**src/sv/lz_token_decompressor_defines.svh**
```systemverilog
// Assertion macros for the LZ token decompressor.
// Used by the top level; no other dependencies.
`ifndef LZ_TOKEN_DECOMPRESSOR_DEFINES_SVH
`define LZ_TOKEN_DECOMPRESSOR_DEFINES_SVH
`ifndef SYNTH
`define LZD_ASSERT_IMP(lbl, clk, rstn, ante, cons, msg) \
	lbl: assert property (@(posedge clk) disable iff (!rstn) (ante) |-> (cons)) else $error(msg);
`define LZD_ASSERT_NXT(lbl, clk, rstn, ante, cons, msg) \
	lbl: assert property (@(posedge clk) disable iff (!rstn) (ante) |=> (cons)) else $error(msg);
`else
`define LZD_ASSERT_IMP(lbl, clk, rstn, ante, cons, msg)
`define LZD_ASSERT_NXT(lbl, clk, rstn, ante, cons, msg)
`endif
`endif

```
**src/sv/lzd_pkg.sv**
```systemverilog
// Shared types and constants for the LZ token decompressor.
// No dependencies.
`timescale 1ns / 1ps
`default_nettype none
package lzd_pkg;
	localparam int WINDOW_SIZE_DEF = 4096;
	localparam int CHUNK = 16;
	localparam int LEN_W = 10;
	localparam int DIST_W = 13;

	localparam logic [7:0] TOK_SHORT = 8'h80;
	localparam logic [7:0] TOK_MID   = 8'hC0;
	localparam logic [7:0] TOK_LONG  = 8'hE0;

	localparam logic [1:0] ST_OK       = 2'd0;
	localparam logic [1:0] ST_DISTANCE = 2'd1;
	localparam logic [1:0] ST_OVERRUN  = 2'd2;
	localparam logic [1:0] ST_TRUNC    = 2'd3;

	typedef enum logic [1:0] {
		PH_CONTROL, PH_LITERAL, PH_EXTRA1, PH_EXTRA2
	} phase_t;

	typedef enum logic [1:0] {
		CS_IDLE, CS_READ, CS_WRITE, CS_EMIT
	} ctl_state_t;

	typedef struct packed {
		logic take;
		logic rd;
		logic wr;
		logic emit;
	} ctrl_cmd_t;

	typedef struct packed {
		logic start_copy;
		logic chunk_last;
		logic run_over;
		logic out_free;
	} dp_stat_t;
endpackage
`default_nettype wire

```
**src/sv/lzd_ctrl.sv**
```systemverilog
// Sequencer for the LZ token decompressor: accept, history read/write, chunk emit.
// Depends on lzd_pkg.
`timescale 1ns / 1ps
`default_nettype none
module lzd_ctrl import lzd_pkg::*; (
	input  wire logic      clk,
	input  wire logic      arst_n,
	input  wire logic      in_valid,
	output logic           in_ready,
	input  wire dp_stat_t  stat,
	output ctrl_cmd_t      cmd
);
	ctl_state_t state_q, state_n;

	always_ff @(posedge clk or negedge arst_n) begin
		if (!arst_n) begin
			state_q <= CS_IDLE;
		end else begin
			state_q <= state_n;
		end
	end

	always_comb begin
		state_n = state_q;
		case (state_q)
			CS_IDLE: begin
				if (in_valid && stat.out_free && stat.start_copy) state_n = CS_READ;
			end
			CS_READ:  state_n = CS_WRITE;
			CS_WRITE: state_n = stat.chunk_last ? CS_EMIT : CS_READ;
			CS_EMIT: begin
				if (stat.out_free) state_n = stat.run_over ? CS_IDLE : CS_READ;
			end
			default:  state_n = CS_IDLE;
		endcase
	end

	always_comb begin
		in_ready = 1'b0;
		cmd = '0;
		case (state_q)
			CS_IDLE: begin
				in_ready = stat.out_free;
				cmd.take = in_valid && stat.out_free;
			end
			CS_READ:  cmd.rd = 1'b1;
			CS_WRITE: cmd.wr = 1'b1;
			CS_EMIT:  cmd.emit = stat.out_free;
			default: begin
				in_ready = 1'b0;
			end
		endcase
	end
endmodule
`default_nettype wire

```
**config.mk**
```make
export PLATFORM = sky130hd
export DESIGN_NAME = lzd_ctrl
export DESIGN_NICKNAME = d
export VERILOG_FILES = /design/src/sv/lz_token_decompressor_defines.svh /design/src/sv/lzd_pkg.sv /design/src/sv/lzd_ctrl.sv
export SDC_FILE = /design/constraint.sdc
export NUM_CORES = 1
export LEC_CHECK = 0
export BUFFER_PORTS_ARGS = -buffer_cell sky130_fd_sc_hd__buf_4
export CAP_MARGIN = 20
export CORE_AREA = 5 5 42 44
export DETAILED_ROUTE_END_ITERATION = 6
export DIE_AREA = 0 0 47 49
export PLACE_DENSITY_LB_ADDON = 0.2
export SYNTH_ARGS = -nofsm -noshare
export SYNTH_HDL_FRONTEND = slang
export SYNTH_SLANG_ARGS = --single-unit
```
**constraint.sdc**
```tcl
create_clock -name clk -period 1.4 [get_ports clk]
set_input_delay 0.07 -clock clk [delete_from_list [all_inputs] [get_ports clk]]
set_output_delay 0.07 -clock clk [all_outputs]
set_load 0.005 [all_outputs]
```
==> impl_metrics.xml <==
<?xml version="1.0" encoding="UTF-8"?>
<metrics>
  <group name="status">
    <metric name="outcome" unit="">finished clean</metric>
  </group>
  <group name="routing">
    <metric name="finalWirelength" unit="µm">440</metric>
    <metric name="wl_per_cell" unit="µm">10.0</metric>
    <metric name="postRouteAntennaNets" unit="">0</metric>
    <metric name="avgViaCountPerCell" unit="">3.57</metric>
    <metric name="route.vias.total" unit="">157</metric>
    <metric name="route.detailed.drc" unit="">0</metric>
    <metric name="initialDrtViolationCount" unit="">0</metric>
    <metric name="drt_pass1_iterations" unit="">1</metric>
  </group>
  <group name="final_layout">
    <metric name="max_flop_register" unit="">state_q</metric>
    <metric name="stdcell_area" unit="µm²">255</metric>
    <metric name="fillCellCount" unit="">172</metric>
    <metric name="finalNetCount" unit="">37</metric>
    <metric name="largest_reg_flops" unit="">2</metric>
    <metric name="number_of_antenna_cells_inserted" unit="">0</metric>
    <metric name="layout.area.seq" unit="µm²">50.0</metric>
    <metric name="multi_input_area" unit="µm²">70.1</metric>
    <metric name="proportion_of_layout_cells_with_a_drive_suffix_above_1" unit="%">53.6</metric>
    <metric name="flow.area_growth_from_synthesis" unit="%">113</metric>
    <metric name="biggestRegsByFlops" unit="">state_q (2)</metric>
  </group>
  <group name="logic_synthesis">
    <metric name="ys.flop_type" unit="">dfrtp_1</metric>
    <metric name="syn-cell-area" unit="µm²">120</metric>
    <metric name="syn-instance-count" unit="">13</metric>
    <metric name="avg_inst_size_synth" unit="µm²">9.24</metric>
    <metric name="synth_top_cells_by_area" unit="">dfrtp_1, a21bo_1, a21oi_2</metric>
    <metric name="yosys_register_bits" unit="">2</metric>
    <metric name="netlist-cell-type-count" unit="">12</metric>
    <metric name="most_frequent_cell_after_synthesis" unit="">dfrtp_1</metric>
    <metric name="synth-edff-count" unit="">0</metric>
    <metric name="synth.top_cell.area_share" unit="%">41.7</metric>
    <metric name="yosysWarningCount" unit="">0</metric>
    <metric name="async_reset_ff_share" unit="%">100</metric>
    <metric name="sequential_area_share_after_synthesis" unit="%">41.7</metric>
    <metric name="nets_in_the_synthesized_netlist" unit="">20</metric>
    <metric name="synth_largest_area_cell" unit="">dfrtp_1</metric>
  </group>
  <group name="timing">
    <metric name="finalCriticalPeriod" unit="ns">1.09</metric>
    <metric name="fin_setup_tns" unit="ns">0</metric>
    <metric name="clock-skew-final" unit="ns">0.00205</metric>
    <metric name="grt_setup_unrepaired" unit="">false</metric>
    <metric name="fmax" unit="MHz">920</metric>
    <metric name="final_slew_viol_count" unit="">0</metric>
    <metric name="tightest_slew" unit="ns">0.230</metric>
    <metric name="post_route_fraction_of_the_period_consumed_by_the_critical_path" unit="%">77.7</metric>
    <metric name="hold_violations" unit="">0</metric>
    <metric name="final-setup-viol-count" unit="">0</metric>
    <metric name="max-slew-margin-rel" unit="%">84.6</metric>
  </group>
  <group name="place">
    <metric name="post_dp_cell_area" unit="µm²">223</metric>
    <metric name="place_hpwl" unit="µm">349</metric>
    <metric name="finalWeightedCongestion" unit="">0.660</metric>
    <metric name="port_buffer_cells" unit="">11</metric>
  </group>
  <group name="floorplan">
    <metric name="vertical_die_dimension" unit="µm">49</metric>
    <metric name="io-pin-count" unit="">12</metric>
    <metric name="core_area" unit="µm²">1400</metric>
    <metric name="design.die.area" unit="µm²">2300</metric>
    <metric name="placementRows" unit="">14</metric>
    <metric name="start_util" unit="%">8.57</metric>
    <metric name="chipWidth" unit="µm">47</metric>
  </group>
  <group name="grt">
    <metric name="global_route.usage.met3" unit="%">2.58</metric>
    <metric name="antenna_found_initial" unit="">0</metric>
    <metric name="grt_use_met2" unit="%">6.11</metric>
    <metric name="grt_util_all_layers" unit="%">4.85</metric>
    <metric name="globalRouteOverflowTotal" unit="">0</metric>
    <metric name="grt_pass1_vias" unit="">187</metric>
    <metric name="gr-usage-met1" unit="%">4.38</metric>
    <metric name="globalRoute.busiestLayer" unit="">met4</metric>
    <metric name="largest_net_degree_at_the_start_of_global_routing" unit="">9</metric>
    <metric name="first_pass_grt_wire_length" unit="µm">724</metric>
  </group>
  <group name="setup_path">
    <metric name="worstSetupEndpointType" unit="">output pin</metric>
    <metric name="cp_max_fo" unit="">8</metric>
    <metric name="r2r-start" unit="">state_q[1]</metric>
    <metric name="critPathArrivalTime" unit="ns">1.02</metric>
    <metric name="critPathKind" unit="">reg -&gt; out</metric>
    <metric name="startpoint" unit="">state_q[1]</metric>
    <metric name="crit_required" unit="ns">1.33</metric>
    <metric name="worst_setup_path_start_kind" unit="">flip-flop</metric>
  </group>
  <group name="cts">
    <metric name="worst_setup_hold_path_clk_slew" unit="ns">0.03</metric>
    <metric name="clock_tree.buffer_depth" unit="">2</metric>
    <metric name="worstSkewPairLatency" unit="ns">0.22</metric>
    <metric name="cts_tree" unit="">built</metric>
    <metric name="htree_levels" unit="">1</metric>
    <metric name="tritoncts_num_sinks" unit="">2</metric>
    <metric name="cts_setup_buffers" unit="">0</metric>
    <metric name="holdBufCountCts" unit="">1</metric>
    <metric name="cts_resized" unit="">0</metric>
    <metric name="clockRootBuffer" unit="">clkbuf_4</metric>
    <metric name="cts_inserted_buffers" unit="">3</metric>
  </group>
  <group name="pwr">
    <metric name="leakage" unit="nW">0.129</metric>
    <metric name="power_density" unit="nW/µm²">1810</metric>
    <metric name="power.total" unit="mW">0.462</metric>
    <metric name="power.ir.vdd_worst" unit="mV">0.384</metric>
  </group>
  <group name="hold_path">
    <metric name="hp-start" unit="">stat[2]</metric>
    <metric name="hold_class" unit="">in -&gt; reg</metric>
  </group>
  <group name="run">
    <metric name="timing.max_cap.violations" unit="">0</metric>
  </group>
</metrics>
## kinds of logic after synthesis
logic type,Yosys count,share of synthesized area [%]
AND/OR/NAND/NOR,7,33.3
AO/OA/AOI/OAI,4,25.0
flip-flops,2,41.7
## power breakdown
group | switching [mW] | internal, mW
Clock | 0.0311 | 0.0944
Sequential | 0.0567 | 0.0881
Combinational | 0.0665 | 0.126
Total | 0.154 | 0.308
## area by class of cell
class,instances,share of cell area [%]
repair buffers,12,36.3
multi-input cells,11,27.5
flip-flops and latches,2,19.6
clock buffers,3,8.82
well taps,16,7.84
## worst max-delay path, stage by stage, from the launching register on
cell and delay (ns):
dfrtp_1 0.44, nor3b_1 0.22, buf_4 0.14
## cells in the final DEF, fill, tap and decap left out
cell	count
buf_4	11
dfrtp_1	2
a21bo_1	1
nor3b_1	1
nor2_1	1
nand2_1	1
a21oi_1	1
dlygate4sd3_1	1
clkbuf_4	3
and3_1	1
and2b_1	1
nor3_1	1
a31oi_1	1
nor2b_1	1
a21oi_2	1
## metal layers
layer / vias to the layer above / part of all wire, %
met5: - / 0
met3: 0 / 14
met1: 70 / 34
met2: 10 / 52
li1: 77 / -
met4: 0 / 0
## final timing paths
check                                   to  cells after the start  slack (ns)
worst min register to register  state_q[0]                      1        0.57
worst max register to register  state_q[0]                      2        0.53
worst max-delay path              in_ready                      2        0.31
min in group asynchronous       state_q[0]                      2        0.17
worst min-delay path            state_q[1]                      3        0.12
max in group asynchronous       state_q[1]                      2        1.14
## stage by stage
stage | utilization, % | hold slack (ns) | cells | worst slack [ns]
after floorplan | - | -0.226 | 13 | 0.599
after global placement | 15.9 | -0.148 | 40 | 0.518
after detailed placement | 15.9 | -0.147 | 40 | 0.513
after CTS | 18.2 | 0.115 | 44 | 0.285
after global routing | 18.2 | 0.118 | 44 | 0.197
final | 18.2 | 0.116 | 44 | 0.312
No activity file was read; power rests on OpenSTA's default activity.
